==> src/rtl/core/csd_pkg.sv <==
// shared types and constants for the strided dma register block
// no dependencies
package csd_pkg;

	typedef enum logic [1:0] {
		CMD_READ  = 2'd0,
		CMD_WRITE = 2'd1,
		CMD_TICK  = 2'd2,
		CMD_NOP   = 2'd3
	} cmd_t;

	localparam logic [3:0] REG_LOCAL  = 4'd0;
	localparam logic [3:0] REG_MAIN   = 4'd1;
	localparam logic [3:0] REG_RDLEN  = 4'd2;
	localparam logic [3:0] REG_WRLEN  = 4'd3;
	localparam logic [3:0] REG_STATUS = 4'd4;
	localparam logic [3:0] REG_SEMA   = 4'd7;
	localparam logic [3:0] REG_PC     = 4'd8;

	localparam int IN_W  = 40;
	localparam int OUT_W = 80;
	localparam int QUEUE_DEPTH = 2;

	// classified item handed from front to back
	typedef struct packed {
		cmd_t        cmd;
		logic [3:0]  reg_index;
		logic [31:0] wr_data;
	} item_t;

	// result fields, last travels separately
	typedef struct packed {
		logic        rejected;
		logic        intr_clear;
		logic        intr_raise;
		logic        main_in_range;
		logic [26:0] main_addr;
		logic [12:0] local_addr;
		logic        to_main;
		logic        xfer_valid;
		logic        busy_res;
		logic [31:0] rd_data;
	} result_t;

endpackage

==> src/rtl/core/csd_front.sv <==
// front end: accepts items, classifies the command, queues them for the back end
// depends on csd_pkg
module csd_front (
	input  logic                           clk,
	input  logic                           arst_n,
	input  logic                           s_tvalid,
	output logic                           s_tready,
	input  logic [csd_pkg::IN_W-1:0]       s_tdata,
	output logic                           q_valid,
	input  logic                           q_ready,
	output csd_pkg::item_t                 q_item
);

	csd_pkg::item_t entry_q [csd_pkg::QUEUE_DEPTH];
	logic           wr_ptr_q, rd_ptr_q;
	logic [1:0]     count_q;
	logic           push, pop;
	csd_pkg::item_t in_item;

	// classify the incoming item
	always_comb begin
		in_item.cmd       = csd_pkg::cmd_t'(s_tdata[1:0]);
		in_item.reg_index = s_tdata[5:2];
		in_item.wr_data   = s_tdata[37:6];
	end

	assign s_tready = (count_q != 2'd2);
	assign q_valid  = (count_q != 2'd0);
	assign q_item   = entry_q[rd_ptr_q];
	assign push     = s_tvalid && s_tready;
	assign pop      = q_valid && q_ready;

	// queue storage
	always_ff @(posedge clk) begin
		if (push) begin
			entry_q[wr_ptr_q] <= in_item;
		end
	end

	// queue pointers
	always_ff @(posedge clk or negedge arst_n) begin
		if (!arst_n) begin
			wr_ptr_q <= 1'b0;
			rd_ptr_q <= 1'b0;
			count_q  <= 2'd0;
		end else begin
			if (push) wr_ptr_q <= ~wr_ptr_q;
			if (pop)  rd_ptr_q <= ~rd_ptr_q;
			count_q <= count_q + {1'b0, push} - {1'b0, pop};
		end
	end

endmodule

==> src/rtl/core/csd_back.sv <==
// back end: register file, dma sequencer and output register
// depends on csd_pkg
module csd_back (
	input  logic                      clk,
	input  logic                      arst_n,
	input  logic                      q_valid,
	output logic                      q_ready,
	input  csd_pkg::item_t            q_item,
	output logic                      m_tvalid,
	input  logic                      m_tready,
	output logic [csd_pkg::OUT_W-1:0] m_tdata,
	output logic                      m_tlast
);

	logic [31:0] local_reg_q, main_reg_q, rdlen_q, wrlen_q;
	logic [14:0] status_q;
	logic        sema_q;
	logic [11:0] pc_q;
	logic        active_q, dir_q;
	logic [8:0]  rows_left_q;
	logic [12:0] bytes_left_q, row_bytes_q;
	logic [11:0] row_skip_q;
	logic [26:0] main_ptr_q;
	logic [11:0] local_ptr_q;

	logic [31:0] local_reg_d, main_reg_d, rdlen_d, wrlen_d;
	logic [14:0] status_d;
	logic        sema_d;
	logic [11:0] pc_d;
	logic        active_d, dir_d;
	logic [8:0]  rows_left_d;
	logic [12:0] bytes_left_d, row_bytes_d;
	logic [11:0] row_skip_d;
	logic [26:0] main_ptr_d;
	logic [11:0] local_ptr_d;

	csd_pkg::result_t res_d, res_q;
	logic             last_d, last_q, out_valid_q, go;
	logic [31:0]      v;
	logic [8:0]       st_rows;
	logic [12:0]      st_bytes;
	logic [11:0]      st_skip;
	logic [25:0]      st_main;
	logic [20:0]      skip_prod;
	logic [26:0]      main_next;
	logic             finish;

	assign q_ready = !out_valid_q || m_tready;
	assign go      = q_valid && q_ready;
	assign v       = q_item.wr_data;

	// length register decode for a starting copy
	assign st_skip   = {v[31:23], 3'b000};
	assign st_rows   = {1'b0, v[19:12]} + 9'd1;
	assign st_bytes  = ({1'b0, v[11:0]} + 13'd7) & 13'h1ff8;
	assign st_main   = main_reg_q[25:0] & 26'h3fffff8;
	assign skip_prod = {12'd0, st_rows} * {9'd0, st_skip};

	// next state and result
	always_comb begin
		local_reg_d = local_reg_q; main_reg_d = main_reg_q;
		rdlen_d = rdlen_q; wrlen_d = wrlen_q;
		status_d = status_q; sema_d = sema_q; pc_d = pc_q;
		active_d = active_q; dir_d = dir_q; rows_left_d = rows_left_q;
		bytes_left_d = bytes_left_q; row_bytes_d = row_bytes_q;
		row_skip_d = row_skip_q; main_ptr_d = main_ptr_q; local_ptr_d = local_ptr_q;
		res_d = '0; last_d = 1'b0; finish = 1'b0; main_next = main_ptr_q;
		case (q_item.cmd)
			csd_pkg::CMD_READ: begin
				case (q_item.reg_index)
					csd_pkg::REG_LOCAL:  res_d.rd_data = local_reg_q;
					csd_pkg::REG_MAIN:   res_d.rd_data = main_reg_q;
					csd_pkg::REG_RDLEN:  res_d.rd_data = rdlen_q;
					csd_pkg::REG_WRLEN:  res_d.rd_data = wrlen_q;
					csd_pkg::REG_STATUS: res_d.rd_data = {17'd0, status_q};
					csd_pkg::REG_SEMA: begin
						res_d.rd_data = {31'd0, sema_q};
						sema_d = 1'b1;
					end
					csd_pkg::REG_PC:     res_d.rd_data = {20'd0, pc_q};
					default:             res_d.rd_data = '0;
				endcase
			end
			csd_pkg::CMD_WRITE: begin
				if (active_q) begin
					res_d.rejected = 1'b1;
				end else begin
					case (q_item.reg_index)
						csd_pkg::REG_LOCAL: local_reg_d = v;
						csd_pkg::REG_MAIN:  main_reg_d = v;
						csd_pkg::REG_RDLEN, csd_pkg::REG_WRLEN: begin
							dir_d = (q_item.reg_index == csd_pkg::REG_WRLEN);
							if (dir_d) wrlen_d = v;
							else       rdlen_d = v;
							row_skip_d   = st_skip;
							rows_left_d  = st_rows;
							row_bytes_d  = st_bytes;
							local_ptr_d  = {local_reg_q[11:3], 3'b000};
							bytes_left_d = st_bytes;
							if (st_bytes == 13'd0) begin
								main_next = {1'b0, st_main} + {6'd0, skip_prod};
								finish = 1'b1;
							end else begin
								main_ptr_d = {1'b0, st_main};
								active_d = 1'b1;
							end
						end
						csd_pkg::REG_STATUS: begin
							if (v[1:0] == 2'b01) status_d[0] = 1'b0;
							else if (v[1:0] == 2'b10) status_d[0] = 1'b1;
							if (v[2]) status_d[1] = 1'b0;
							res_d.intr_clear = (v[4:3] == 2'b01);
							res_d.intr_raise = (v[4:3] == 2'b10);
							for (int k = 0; k < 10; k++) begin
								if (v[5+2*k +: 2] == 2'b01) status_d[5+k] = 1'b0;
								else if (v[5+2*k +: 2] == 2'b10) status_d[5+k] = 1'b1;
							end
						end
						csd_pkg::REG_SEMA: sema_d = 1'b0;
						csd_pkg::REG_PC:   pc_d = v[11:0] & 12'hffc;
						default: ;
					endcase
				end
			end
			csd_pkg::CMD_TICK: begin
				if (active_q) begin
					res_d.xfer_valid    = 1'b1;
					res_d.to_main       = dir_q;
					res_d.local_addr    = {local_reg_q[12], local_ptr_q};
					res_d.main_addr     = main_ptr_q;
					res_d.main_in_range = (main_ptr_q[26:23] == 4'd0);
					local_ptr_d  = local_ptr_q + 12'd1;
					main_next    = main_ptr_q + 27'd1;
					local_reg_d  = {local_reg_q[31:12], local_reg_q[11:0] + 12'd1};
					bytes_left_d = bytes_left_q - 13'd1;
					main_ptr_d   = main_next;
					if (bytes_left_q == 13'd1) begin
						main_next   = main_ptr_q + 27'd1 + {15'd0, row_skip_q};
						main_ptr_d  = main_next;
						rows_left_d = rows_left_q - 9'd1;
						if (rows_left_q == 9'd1) begin
							last_d = 1'b1;
							finish = 1'b1;
						end else begin
							bytes_left_d = row_bytes_q;
						end
					end
				end
			end
			default: ;
		endcase
		// end of transfer bookkeeping
		if (finish) begin
			main_ptr_d  = main_next;
			main_reg_d  = {5'd0, main_next};
			local_reg_d = {local_reg_d[31:3], 3'b000};
			if (dir_d) wrlen_d = {wrlen_d[31:20], 20'h00ff8};
			else       rdlen_d = {rdlen_d[31:20], 20'h00ff8};
			active_d = 1'b0;
		end
		res_d.busy_res = active_d;
	end

	// state registers
	always_ff @(posedge clk or negedge arst_n) begin
		if (!arst_n) begin
			local_reg_q <= '0; main_reg_q <= '0; rdlen_q <= '0; wrlen_q <= '0;
			status_q <= 15'd1; sema_q <= 1'b0; pc_q <= '0;
			active_q <= 1'b0; dir_q <= 1'b0; rows_left_q <= '0;
			bytes_left_q <= '0; row_bytes_q <= '0; row_skip_q <= '0;
			main_ptr_q <= '0; local_ptr_q <= '0;
		end else if (go) begin
			local_reg_q <= local_reg_d; main_reg_q <= main_reg_d;
			rdlen_q <= rdlen_d; wrlen_q <= wrlen_d;
			status_q <= status_d; sema_q <= sema_d; pc_q <= pc_d;
			active_q <= active_d; dir_q <= dir_d; rows_left_q <= rows_left_d;
			bytes_left_q <= bytes_left_d; row_bytes_q <= row_bytes_d;
			row_skip_q <= row_skip_d; main_ptr_q <= main_ptr_d; local_ptr_q <= local_ptr_d;
		end
	end

	// output register
	always_ff @(posedge clk or negedge arst_n) begin
		if (!arst_n) begin
			out_valid_q <= 1'b0;
		end else if (q_ready) begin
			out_valid_q <= q_valid;
		end
	end

	always_ff @(posedge clk) begin
		if (go) begin
			res_q  <= res_d;
			last_q <= last_d;
		end
	end

	assign m_tvalid = out_valid_q;
	assign m_tdata  = {1'b0, res_q};
	assign m_tlast  = last_q;

	// sequencer sanity
	a_rows: assert property (@(posedge clk) disable iff (!arst_n)
		active_q |-> rows_left_q != 9'd0) else $error("active with no rows left");
	a_bytes: assert property (@(posedge clk) disable iff (!arst_n)
		active_q |-> bytes_left_q != 13'd0 && row_bytes_q != 13'd0)
		else $error("active with empty row");
	a_busy: assert property (@(posedge clk) disable iff (!arst_n)
		go |=> res_q.busy_res == active_q) else $error("busy flag disagrees with state");

endmodule

==> src/rtl/core/coprocessor_regs_strided_dma.sv <==
// Register block of a signal coprocessor with a strided dma engine.
// Slave channel carries commands: read, write or tick, plus register index
// and write data. Master channel returns exactly one result per command:
// read data, busy flag, rejected flag, interrupt pulses, and for a tick the
// byte transfer (direction, local and main address, range flag); tlast
// marks the final byte of a copy.
// A write to a length register starts a copy of rows rounded up to 8
// bytes; each later tick moves one byte. Memories sit outside the block.
// Throughput: one command per cycle while the master side is not stalled.
// A command is registered first in the front queue, then its result in the
// back end's output register. The two-entry queue lets the slave side
// keep taking items while the receiver stalls; when queue and output
// register are full, s_tready drops until the master side drains.
// Reset clears all registers and counters, sets the halt status bit and
// empties the queue and the output register; no clearing pass is needed.
// depends on csd_pkg, csd_front, csd_back
module coprocessor_regs_strided_dma (
	input  logic        clk,
	input  logic        arst_n,
	input  logic        s_tvalid,
	output logic        s_tready,
	// cmd[1:0], reg_index[5:2], wr_data[37:6], zero[39:38]
	input  logic [39:0] s_tdata,
	output logic        m_tvalid,
	input  logic        m_tready,
	// rd_data[31:0], busy_res[32], xfer_valid[33], to_main[34], local_addr[47:35],
	// main_addr[74:48], main_in_range[75], intr_raise[76], intr_clear[77],
	// rejected[78], zero[79]
	output logic [79:0] m_tdata,
	output logic        m_tlast
);

	logic           q_valid, q_ready;
	csd_pkg::item_t q_item;

	csd_front u_front (
		.clk(clk), .arst_n(arst_n),
		.s_tvalid(s_tvalid), .s_tready(s_tready), .s_tdata(s_tdata),
		.q_valid(q_valid), .q_ready(q_ready), .q_item(q_item)
	);

	csd_back u_back (
		.clk(clk), .arst_n(arst_n),
		.q_valid(q_valid), .q_ready(q_ready), .q_item(q_item),
		.m_tvalid(m_tvalid), .m_tready(m_tready), .m_tdata(m_tdata), .m_tlast(m_tlast)
	);

endmodule

==> config.mk <==
export PLATFORM = sky130hd
export DESIGN_NAME = coprocessor_regs_strided_dma
export DESIGN_NICKNAME = d
export VERILOG_FILES = /design/src/rtl/core/csd_pkg.sv /design/src/rtl/core/csd_front.sv /design/src/rtl/core/csd_back.sv /design/src/rtl/core/coprocessor_regs_strided_dma.sv
export SDC_FILE = /design/constraint.sdc
export NUM_CORES = 1
export LEC_CHECK = 0
export BUFFER_PORTS_ARGS = -buffer_cell sky130_fd_sc_hd__buf_2
export CELL_PAD_IN_SITES_DETAIL_PLACEMENT = 1
export CELL_PAD_IN_SITES_GLOBAL_PLACEMENT = 2
export CORE_ASPECT_RATIO = 0.6
export CORE_MARGIN = 3
export CORE_UTILIZATION = 30
export CTS_BUF_LIST = sky130_fd_sc_hd__clkbuf_8
export CTS_CLUSTER_DIAMETER = 80
export DETAILED_ROUTE_END_ITERATION = 10
export GPL_ROUTABILITY_DRIVEN = 0
export PLACE_DENSITY = 0.7
export SLEW_MARGIN = 20
export SYNTH_ARGS = -nofsm -noshare
export SYNTH_HDL_FRONTEND = slang
export SYNTH_HIERARCHICAL = 1
export SYNTH_SLANG_ARGS = --single-unit
export TNS_END_PERCENT = 100
==> constraint.sdc <==
create_clock -name clk -period 10.65 [get_ports clk]
set_input_delay 1.065 -clock clk [delete_from_list [all_inputs] [get_ports clk]]
set_output_delay 1.065 -clock clk [all_outputs]
set_load 0.1 [all_outputs]
# Word level (Yosys, flattened, before mapping)
# Memory sizes are Yosys's and may differ from the RTL's.
# Cells that the tools add are included.
# word_totals
regBits	317
ram_bits	76
inputBits	44
out_inout_bits	83
elab_cells	246
memories	1
# op_classes
add_sub_neg	11
mul	1
n_eq_ne	47
n_mux	93
bitwise_logic	5
n_reduce_logical	47
# memory_table
memory	words	word_bits	read_ports	rd_clocked_by_memory_dff	wr	line_no	rtl
u_front.entry_q	2	38	1	0	1	csd_front.sv:14	csd_pkg::item_t entry_q [csd_pkg::QUEUE_DEPTH];
# op_table
operator	n
2-to-1 mux 32 bit	14
2-to-1 mux 27 bit	9
one-hot mux 32 bit (7 select lines)	1
one-hot mux 27 bit (2 select lines)	2
2-to-1 mux 20 bit	4
AND reduction 5 bit	15
2-to-1 mux 13 bit	5
one-hot mux 32 bit (2 select lines)	1
2-to-1 mux 12 bit	4
2-to-1 mux 1 bit	43
2-to-1 mux 9 bit	4
nonzero test 2 bit	16
adder 26 x 21 -> 27 bit	1
adder 27 x 1 -> 27 bit (second input constant)	1
adder 27 x 12 -> 27 bit	1
equality test 2 x 1 -> 1 bit (second input constant)	13
equality test 2 bit (second input constant)	13
one-hot mux 13 bit (2 select lines)	1
adder 12 x 1 -> 12 bit (second input constant)	2
one-hot mux 12 bit (2 select lines)	1
multiplier 9 x 9 -> 18 bit	1
one-hot mux 9 bit (2 select lines)	1
adder 12 x 3 -> 13 bit (second input constant)	1
equality test 13 x 1 -> 1 bit (second input constant)	1
30 further kinds	49

# Depth between registers and ports, before layout
# Gate-level depths: netlist of the first run.
# An unclocked memory read counts as a cell.
# logic_depth
depth_word	9
depth_mapped	34
depth_no_buf	33

# Cells and area by module
# The synthesis of the first run kept the hierarchy.
# modules_own_cells
mod	instances	cells_per_inst	area_each_um2	seq_area_each_um2
csd_back	1	2272	20716.1	8234.1
csd_front	1	135	2987.9	2382.3

# Worst setup path before layout of the first run
# OpenSTA, ideal clock, no wires.
# synth_timing
path_type	reg2reg
start	register u_front.rd_ptr_q
end	register u_back.main_reg_q[23]
setup_ps	138
arrival_ps	7567
required_ps	10512
setup_slack_ps	2945
stages_incl_launch_ff	32
path_buffers	1
period_less_slack_ps	7705
cell_sequence	dfrtp_1 buf_4 mux2_2 ha_1 nand3_1 nor2_1 xnor2_1 nand2_1 fa_1 inv_1 fa_1 inv_1 fa_1 fa_1 inv_1 ha_1 a21oi_1 o21bai_1 a21oi_1 nor2b_1 o21a_1 nor2_1 xnor2_1 ha_1 and4_1 a221o_1 a31o_2 a221oi_1 or3_1 a31oi_1 a2111oi_0 a21oi_1
# synth_lines
item	line_no	rtl
from (decl)	csd_front.sv:15	logic wr_ptr_q, rd_ptr_q;
from (signal assigned)	csd_front.sv:48	if (pop) rd_ptr_q <= ~rd_ptr_q;
to (signal assigned)	csd_back.sv:173	local_reg_q <= local_reg_d; main_reg_q <= main_reg_d;
to (decl)	csd_back.sv:15	logic [31:0] local_reg_q, main_reg_q, rdlen_q, wrlen_q;

==> results of run 1 <==
[flip-flops by register name, summed over array words and instances, names as in the netlist]
| name | count |
|---|---|
| u_back/active_q | 1 |
| u_back/status_q | 11 |
| u_back/main_reg_q | 32 |
| u_back/local_ptr_q | 12 |
| u_front/rd_ptr_q | 1 |
| u_back/m_tvalid | 1 |
| u_back/rows_left_q | 9 |
| u_back/wrlen_q | 32 |
| u_back/m_tdata | 79 |
| u_back/bytes_left_q | 13 |
| u_front/count_q | 2 |
| u_back/local_reg_q | 32 |
| u_back/row_bytes_q | 10 |
| u_front/wr_ptr_q | 1 |
| u_back/main_ptr_q | 27 |
| u_back/dir_q | 1 |
| u_back/pc_q | 10 |
| u_back/rdlen_q | 32 |
| u_back/row_skip_q | 9 |
| u_front/entry_q | 76 |
| u_back/m_tlast | 1 |
| u_back/sema_q | 1 |
[synthesized netlist by cell type (all sizes together), types with 56 or more instances]
cell,n,area share (%)
a21oi,138,2.9
and3,70,1.9
clkbuf,126,2.0
dfrtp,236,25
edfxtp,156,20
ha,99,5.2
inv,116,1.8
mux2,94,4.6
nand2,250,4.0
nand3,69,1.5
nor2,196,3.1
o21ai,164,3.5
xnor2,56,2.1
[kinds of logic (layout without fill, tap and decap cells)]
kind of cell / after synthesis / count (layout) / share of synthesized area [%]
and+or+nand+nor: 789 / 789 / 15.9
AOI/OAI and AO/OA: 581 / 581 / 15.7
DFF: 393 / 393 / 44.8
buffers and inverters: 273 / 411 / 4.56
adders and majority gates: 151 / 151 / 9.62
muxes: 135 / 135 / 6.36
xor gates and xnor gates: 84 / 84 / 3.10
other: 1 / 2 / 0.0158
[cell usage in the layout, fill, tap and decap left out, types with 11 or more instances in the layout]
| master | instances |
|---|---|
| a211oi_1 | 20 |
| a21o_1 | 15 |
| a21oi_1 | 138 |
| a221oi_1 | 34 |
| a22o_1 | 11 |
| a22oi_1 | 17 |
| a31oi_1 | 35 |
| and2_1 | 46 |
| and3_1 | 68 |
| buf_2 | 122 |
| buf_4 | 45 |
| clkbuf_8 | 73 |
| dfrtp_1 | 234 |
| edfxtp_1 | 156 |
| fa_1 | 52 |
| ha_1 | 98 |
| inv_1 | 151 |
| mux2_2 | 84 |
| mux2i_1 | 41 |
| nand2_1 | 250 |
| nand3_1 | 69 |
| nand4_1 | 20 |
| nor2_1 | 192 |
| nor2b_1 | 15 |
| nor3_1 | 38 |
| nor4_1 | 11 |
| o211ai_1 | 16 |
| o21a_1 | 19 |
| o21ai_0 | 155 |
| o22a_1 | 15 |
| o22ai_1 | 23 |
| or3_1 | 25 |
| xnor2_1 | 56 |
| xor2_1 | 28 |
[cell type report]
cell class	count	area (sq um)	share of cell area, %
multi-input combinational	1741	12100	45.2
timing repair buffer	168	963	3.60
clock inverter	53	307	1.15
antenna	1	2.50	0.00935
tap	1053	1320	4.93
inverter	117	442	1.65
sequential	393	10600	39.7
clock buffer	73	1000	3.76
[worst max path at each step]
stage | end | slack, ps | cells after the start | startpoint
global placement | u_back/main_reg_q[23]$_DFFE_PN0P_ | 1960 | 32 | u_front/rd_ptr_q$_DFFE_PN0P_
CTS | u_back/main_reg_q[23]$_DFFE_PN0P_ | 1820 | 31 | u_front/rd_ptr_q$_DFFE_PN0P_
detailed placement | u_back/main_reg_q[23]$_DFFE_PN0P_ | 1880 | 31 | u_front/rd_ptr_q$_DFFE_PN0P_
finish | u_back/main_reg_q[23]$_DFFE_PN0P_ | 1790 | 31 | u_front/rd_ptr_q$_DFFE_PN0P_
global route | u_back/main_ptr_q[22]$_DFFE_PN0P_ | 1290 | 30 | u_front/rd_ptr_q$_DFFE_PN0P_
floorplan | u_back/main_reg_q[23]$_DFFE_PN0P_ | 2950 | 31 | u_front/rd_ptr_q$_DFFE_PN0P_
[through the flow]
stage	util, %	hold WS [ps]
final	34.3	471
after global routing	34.3	483
after CTS	34.3	453
after detailed placement	32.6	472
after global placement	32.6	461
after floorplan	-	449
[layer usage]
layer | up-vias | track usage [%] | wire length (um)
met3 | 85 | 3.73 | 4790
met1 | 10212 | 30.6 | 41800
met4 | 0 | 4.56 | 1220
met2 | 533 | 31.6 | 37700
li1 | 8834 | - | -
met5 | - | 0 | 0
==> flow_summary_export.csv, run 1 <==
group,metric,value,unit
timing,worstMarginPinSlew,1170,ps
clock_network,cts_resized,0,
final_layout,finalNonFillerCells,3599,
timing,setup_tns,0,ps
timing,slew_headroom,21.5,%
yosys,ys_ff_latch,393,
floorplan,die_w,369,um
route,post-route-drc-count,0,
setup_path,cpLargestDelayFamily,"adder cells",
yosys,synth_area,23700,sq um
floorplan,core_area,77900,sq um
clock_network,clock_sink_count,393,
yosys,ys.flop_type,"dfrtp_1",
global_routing,grt-ovfl-total,0,
timing,fin_crit_sh,83.1,%
final_layout,syn2layout_area_growth,12.9,%
route,drtAntennaViolNets,0,
timing,finalSetupViolCount,0,
route,via_count,19664,
place,dp_cells,3472,
floorplan,initial_core_util,30.4,%
place,dpl_cell_area,25400,sq um
setup_path,critical_path_arrival,9420,ps
setup_path,reg2reg_slack,1790,ps
route,routedWlPerCell,23.8,um
timing,setup_slack,1790,ps
yosys,ys_types,82,
setup_path,reg2reg_to,"u_back/main_reg_q[23]$_DFFE_PN0P_",
global_routing,antenna_found_initial,1,
floorplan,io_pins,127,
timing,grt_setup_unrepaired,"false",
clock_network,clock_latency,730,ps
yosys,syn_avg_cell_area,9.85,sq um
clock_network,h-tree-depth,3,
setup_path,r2r-start,"u_front/rd_ptr_q$_DFFE_PN0P_",
timing,slew_violations,0,
floorplan,dieArea,82500,sq um
timing,max_freq,113,MHz
route,routed_wirelength,85.6,mm
setup_path,crit_fanout,26,
yosys,syn-instance-count,2407,
timing,finalHoldViolations,0,
place,io_buffer_count,123,
status,status,"completed",
global_routing,grt_pass1_wl,132,mm
route,vias_per_cell,5.46,
run,max-cap-violations,0,
setup_path,crit_type,"register to register",
clock_network,clockBufferDepth,3,
setup_path,slowest_stage,"dfrtp_2",
setup_path,r2r.worst_path.cells,31,
setup_path,cp-start-kind,"register",
global_routing,grt_usage,20.8,%
final_layout,final_nets,2685,
global_routing,grt_max_degree,115,
timing,finClkSkew,45.0,ps
clock_network,cts_buffers,69,
floorplan,die_h,224,um
yosys,syn-num-nets,2602,
setup_path,cp.required,11210,ps
route,drt-pass1-iter-count,5,
clock_network,post-cts-setup-buffers,0,
setup_path,crit_path_end_kind,"register",
clock_network,cts_hold_buffers,0,
clock_network,cts.clk_slew.worst_paths,60,ps
final_layout,finalInstanceArea,26800,sq um
yosys,synth_edf_count,156,
floorplan,core.rowCount,79,
setup_path,cp_num_buf_inv,5,
clock_network,cts_tree,"built",
yosys,synth-async-reset-ratio,60.3,%
place,dp_slack,1880,ps
timing,fin_crit,8860,ps
route,drt_iter0_drc,1540,
setup_path,slowest_delay,790,ps
final_layout,fill_cells,8934,
clock_network,ctsRootBufferMaster,"clkbuf_8",
worst_hold_path,hold_path_class,"primary input to async pin",
yosys,synth_seq_area_share,44.8,%
place,dp_hpwl,61.5,mm
final_layout,post_route_cells_drive_above_1_share,15.3,%
global_routing,grt_pass1_vias,20711,
yosys,synth_warnings,6,
Power of run 1 is not shown: default switching activity piles up to over one toggle a cycle in this logic, so the estimate is an artifact.
==> inputs of run 2 (changes only) <==
--- a/config.mk
+++ b/config.mk
@@ -15,7 +15,7 @@
 export CTS_CLUSTER_DIAMETER = 80
 export DETAILED_ROUTE_END_ITERATION = 10
 export GPL_ROUTABILITY_DRIVEN = 0
-export PLACE_DENSITY = 0.7
+export PLACE_DENSITY = 0.72
 export SLEW_MARGIN = 20
 export SYNTH_ARGS = -nofsm -noshare
 export SYNTH_HDL_FRONTEND = slang
==> constraint.sdc (replaced) <==
create_clock -name clk -period 8 [get_ports clk]
set_input_delay 0.8 -clock clk [delete_from_list [all_inputs] [get_ports clk]]
set_output_delay 0.8 -clock clk [all_outputs]
set_load 0.1 [all_outputs]
==> run 2 against run 1 <==
  * Sequential cell count unchanged
  * Final cell count increased by 0.64%
  * Critical path depth unchanged
  * Via count is 0.54% higher
  * Wire length hardly changed
  * Clock-buffer cell count increased by 3
  * Critical path type unchanged
  * Die area stayed put
==> flow_summary_export.csv, run 2 (same netlist as run 1, synthesis figures left out) <==
group,metric,value,unit
setup_path,crit_path_end_kind,"register",
setup_path,cp-startpoint,"u_front/rd_ptr_q$_DFFE_PN0P_",
timing,finalHoldViolations,0,
setup_path,cpLargestDelayFamily,"adder cells",
final_layout,syn2layout_area_growth,14.1,%
floorplan,die_w,369,um
setup_path,cp.required,8580,ps
setup_path,cp_num_buf_inv,6,
timing,fin_crit,7580,ps
final_layout,fin_util,34.7,%
final_layout,final_cell_mix,"nand2_1 (250), dfrtp_1 (234), nor2_1 (191), edfxtp_1 (156), o21ai_0 (155)",
timing,setup_slack,421,ps
floorplan,die_h,224,um
setup_path,crit_fanout,8,
global_routing,grt-ovfl-total,0,
setup_path,crit_type,"register to register",
place,dp_cells,3492,
floorplan,initial_core_util,30.4,%
setup_path,r2r.worst_path.cells,31,
final_layout,post_route_cells_drive_above_1_share,16.9,%
global_routing,grt_pass1_vias,20773,
setup_path,slowest_stage,"fa_1",
clock_network,clock_sink_count,393,
floorplan,dieArea,82500,sq um
setup_path,cp-start-kind,"register",
route,post-route-drc-count,0,
floorplan,io_pins,127,
clock_network,cts.clk_slew.worst_paths,60,ps
place,dp_slack,93.2,ps
setup_path,r2r-start,"u_front/rd_ptr_q$_DFFE_PN0P_",
global_routing,grt_max_degree,149,
route,routedWlPerCell,23.6,um
worst_hold_path,hold_path_class,"primary input to async pin",
global_routing,grt_usage,20.6,%
clock_network,ctsRootBufferMaster,"clkbuf_8",
final_layout,final_common_cell,"nand2_1",
global_routing,gr-usage-met2,31.5,%
route,drt_iter0_drc,1452,
place,dp_hpwl,62.1,mm
floorplan,core.rowCount,79,
clock_network,cts_buffers,69,
clock_network,h-tree-depth,3,
timing,finClkSkew,30.9,ps
clock_network,clockBufferDepth,3,
run,max-cap-violations,0,
global_routing,grt_pass1_wl,131,mm
timing,max_freq,132,MHz
setup_path,reg2reg_slack,420,ps
setup_path,critical_path_arrival,8160,ps
timing,slew_headroom,16.2,%
final_layout,final_nets,2708,
floorplan,core_area,77900,sq um
timing,finalSetupViolCount,0,
route,routed_wirelength,85.5,mm
global_routing,grt_busiest_layer,"met2",
clock_network,clock_latency,670,ps
global_routing,use_met3,4.32,%
timing,fin_crit_sh,94.7,%
route,via_count,19770,
setup_path,slowest_delay,550,ps
route,vias_per_cell,5.46,
setup_path,cp.depth,31,
final_layout,finalNonFillerCells,3622,
clock_network,cts_tree,"built",
global_routing,grtUsageMet1,29.9,%
global_routing,antenna_found_initial,3,
clock_network,cts_hold_buffers,0,
place,io_buffer_count,123,
status,status,"completed",
route,drtAntennaViolNets,0,
setup_path,worstSetupEndpoint,"u_back/main_ptr_q[23]$_DFFE_PN0P_",
route,drt-pass1-iter-count,5,
timing,worstMarginPinSlew,1260,ps
final_layout,largest_reg_flops,79,
timing,slew_violations,0,
setup_path,reg2reg_to,"u_back/main_ptr_q[23]$_DFFE_PN0P_",
-- run 2: cell types whose count changed in the layout (fill, tap and decap cells not counted), moves of 3 or more --
cell,change
mux2_2,-3
mux2_4,+3
a211oi_2,+3
buf_4,+21
xnor2_2,+4
a21oi_1,-4
a21oi_2,+4
xnor2_1,-4
inv_1,-7
a211oi_1,-3
clkbuf_8,+3
-- run 2: layer usage --
metal,vias up,routed length [um]
met1,10264,41000
met4,0,1310
li1,8880,-
met2,536,37700
met3,90,5550
met5,-,0
-- run 2: cell type report --
type | instances | area (sq um)
antenna | 3 | 7.51
timing repair buffer | 191 | 1150
clock inverter | 48 | 246
sequential | 393 | 10600
fill | 8882 | 50900
clock buffer | 76 | 1050
multi-input combinational | 1741 | 12200
inverter | 117 | 442
tap | 1053 | 1320
-- run 2: how the worst min path moves through the flow --
stage / to / slack [ps] / depth (start not counted)
finish: u_back/wrlen_q[10]$_DFFE_PN0P_ / 170 / 1
global placement: u_back/wrlen_q[0]$_DFFE_PN0P_ / 460 / 2
floorplan: u_back/main_reg_q[2]$_DFFE_PN0P_ / 450 / 2
global route: u_back/pc_q[6]$_DFFE_PN0P_ / 200 / 1
detailed placement: u_back/row_bytes_q[3]$_DFFE_PN0P_ / 470 / 2
CTS: u_back/row_bytes_q[4]$_DFFE_PN0P_ / 160 / 1
-- run 2: what timing repair did --
item	in CTS	in global routing
gates resized for setup	0	21
setup endpoints to repair	0	17
setup buffers	0	3
-- run 2: metrics by stage --
| stage | area, sq um | setup TNS, ps | hold slack (ps) |
|---|---|---|---|
| after floorplan | 23700 | 0 | 449 |
| after global routing | 27000 | -110 | 195 |
| final | 27000 | 0 | 172 |
| after detailed placement | 25600 | 0 | 475 |
| after global placement | 25600 | 0 | 461 |
| after CTS | 26900 | 0 | 159 |
Power of run 2 is left out for the same reason.
==> inputs of run 3 (changes only) <==
--- a/config.mk
+++ b/config.mk
@@ -6,16 +6,16 @@
 export NUM_CORES = 1
 export LEC_CHECK = 0
 export BUFFER_PORTS_ARGS = -buffer_cell sky130_fd_sc_hd__buf_2
-export CELL_PAD_IN_SITES_DETAIL_PLACEMENT = 1
+export CELL_PAD_IN_SITES_DETAIL_PLACEMENT = 2
 export CELL_PAD_IN_SITES_GLOBAL_PLACEMENT = 2
 export CORE_ASPECT_RATIO = 0.6
 export CORE_MARGIN = 3
-export CORE_UTILIZATION = 30
+export CORE_UTILIZATION = 38
 export CTS_BUF_LIST = sky130_fd_sc_hd__clkbuf_8
 export CTS_CLUSTER_DIAMETER = 80
 export DETAILED_ROUTE_END_ITERATION = 10
 export GPL_ROUTABILITY_DRIVEN = 0
-export PLACE_DENSITY = 0.72
+export PLACE_DENSITY = 0.87
 export SLEW_MARGIN = 20
 export SYNTH_ARGS = -nofsm -noshare
 export SYNTH_HDL_FRONTEND = slang
==> run 3 against run 2 <==
  * The flow now finishes with violations (negative setup slack)
  * First-iteration DRC count increased by 110%
  * Final cell count decreased by 4.9%
  * Setup slack got worse by 1500 ps
  * Non-clock buffer count increased by 47
  * Wire length increased by 47%
  * Via count increased by 18%
  * Global-route usage increased by 14 points
  * Cell area increased by 2.4%
  * Critical path type unchanged
  * Highest routed layer is now met5
==> flow_summary_export.csv, run 3 (same netlist as run 1, synthesis figures left out) <==
group,metric,value,unit
setup_path,reg2reg_slack,-1060,ps
global_routing,grt_max_degree,87,
setup_path,reg2reg_to,"u_back/main_reg_q[16]$_DFFE_PN0P_",
final_layout,fin_util,45.2,%
clock_network,cts.clk_slew.worst_paths,90,ps
clock_network,cts_tree,"built",
floorplan,die_h,199,um
timing,grt_setup_unrepaired,"true",
clock_network,h-tree-depth,3,
final_layout,final_common_cell,"nand2_1",
status,violations,"negative setup slack",
timing,setup_slack,-1060,ps
status,status,"finished with violations",
timing,finalHoldViolations,0,
final_layout,multiInputGateArea,12700,sq um
clock_network,clock_latency,720,ps
final_layout,seqCellArea,10600,sq um
route,drt-pass1-iter-count,6,
timing,slew_headroom,18.2,%
run,max-cap-violations,0,
floorplan,core.rowCount,70,
route,routed_wirelength,125,mm
route,routedWlPerCell,36.4,um
final_layout,final_nets,2752,
setup_path,slowest_delay,730,ps
setup_path,crit_type,"register to register",
route,via_count,23396,
timing,slew_violations,0,
global_routing,antenna_found_initial,20,
floorplan,initial_core_util,38.7,%
route,drt_iter0_drc,3111,
timing,finalSetupViolCount,30,
floorplan,die_w,328,um
timing,fin_crit,9060,ps
floorplan,dieArea,65500,sq um
setup_path,cp-start-kind,"register",
final_layout,final_cell_mix,"nand2_1 (243), dfrtp_1 (234), nor2_1 (189), edfxtp_1 (156), o21ai_0 (149)",
place,dp_hpwl,70.0,mm
timing,worstMarginPinSlew,1220,ps
global_routing,grt_pass1_vias,24453,
clock_network,clock_sink_count,393,
setup_path,crit_path_end_kind,"register",
route,drtAntennaViolNets,0,
clock_network,clockBufferDepth,3,
setup_path,crit_fanout,4,
floorplan,core_area,61300,sq um
timing,max_freq,110,MHz
setup_path,path_common_cell,"buf_4",
setup_path,r2r.worst_path.cells,32,
setup_path,cp.required,8520,ps
setup_path,slowest_stage,"fa_1",
setup_path,r2r-start,"u_front/rd_ptr_q$_DFFE_PN0P_",
timing,fin_crit_sh,113,%
final_layout,syn2layout_area_growth,16.8,%
clock_network,ctsRootBufferMaster,"clkbuf_8",
global_routing,grt-ovfl-total,0,
floorplan,io_pins,127,
clock_network,cts_buffers,66,
route,vias_per_cell,6.80,
global_routing,grt_pass1_wl,166,mm
timing,finClkSkew,60.4,ps
setup_path,critical_path_arrival,9580,ps
final_layout,fill_cells,6317,
worst_hold_path,hold_path_class,"primary input to async pin",
final_layout,largest_reg_flops,79,
final_layout,post_route_cells_drive_above_1_share,21.1,%
place,io_buffer_count,123,
route,post-route-drc-count,0,
global_routing,grt_usage,34.1,%
## run 3: cell types whose count changed in the layout (fill, tap and decap cells not counted), sizes merged
cell,before,now
buf,191,238
bufinv,1,0
clkbuf,76,80
clkinv,13,4
clkinvlp,3,4
diode,3,7
## run 3: worst max path at each step
stage                                startpoint                                 to  slack [ps]
6_report           u_front/rd_ptr_q$_DFFE_PN0P_  u_back/main_reg_q[16]$_DFFE_PN0P_       -1060
3_3_place_gp       u_front/rd_ptr_q$_DFFE_PN0P_  u_back/main_reg_q[23]$_DFFE_PN0P_          70
2_1_floorplan      u_front/rd_ptr_q$_DFFE_PN0P_  u_back/main_reg_q[23]$_DFFE_PN0P_         300
4_1_cts            u_front/rd_ptr_q$_DFFE_PN0P_  u_back/main_ptr_q[23]$_DFFE_PN0P_         0.9
5_1_grt        u_front/entry_q[0][12]$_DFFE_PP_  u_back/main_ptr_q[14]$_DFFE_PN0P_       -1350
3_5_place_dp       u_front/rd_ptr_q$_DFFE_PN0P_  u_back/main_reg_q[23]$_DFFE_PN0P_        -540
## run 3: per-layer routing
| layer | track usage, % | vias to the layer above | routed length (um) |
|---|---|---|---|
| li1 | - | 8942 | - |
| met1 | 40.7 | 11968 | 45300 |
| met2 | 54.1 | 1748 | 55100 |
| met3 | 10.5 | 720 | 13900 |
| met4 | 21.5 | 18 | 10900 |
| met5 | 0.870 | - | 261 |
## run 3: what timing repair did
item	in CTS	in global routing
setup buffers	9	30
resized for setup	42	98
pin swaps	14	51
setup endpoints to repair	24	28
hold buffers	0	0
## run 3: final cells by class
cell class                 count  area share (%)
multi-input combinational   1741            46.0
tap                          828            3.74
inverter                     117            1.61
sequential                   393            38.4
clock buffer                  80            3.98
timing repair buffer         238            5.62
clock inverter                39           0.628
antenna                        7          0.0633
## run 3: metrics by stage
| stage | cells | cell area, sq um | setup TNS (ps) | worst slack (ps) | hold slack (ps) |
|---|---|---|---|---|---|
| floorplan | 2407 | 23700 | 0 | 295 | 449 |
| global placement | 3278 | 25400 | 0 | 69.5 | 461 |
| detailed placement | 3279 | 25400 | -6000 | -541 | 475 |
| CTS | 3407 | 27000 | 0 | 0.905 | 164 |
| global route | 3438 | 27700 | -22100 | -1350 | 164 |
| finish | 3443 | 27700 | -20000 | -1060 | 133 |
## run 3: worst max-delay path: cells and delay by family (launching register included)
| family | cells | cell delay [ps] |
|---|---|---|
| flip-flops | 1 | 440 |
| AO/OA/AOI/OAI | 9 | 2330 |
| multiplexers | 1 | 300 |
| AND/OR/NAND/NOR | 4 | 680 |
| adder cells (fa/ha/maj) | 6 | 2830 |
| buffers and inverters | 9 | 1610 |
| XOR/XNOR | 3 | 660 |
Power of run 3 is left out for the same reason.
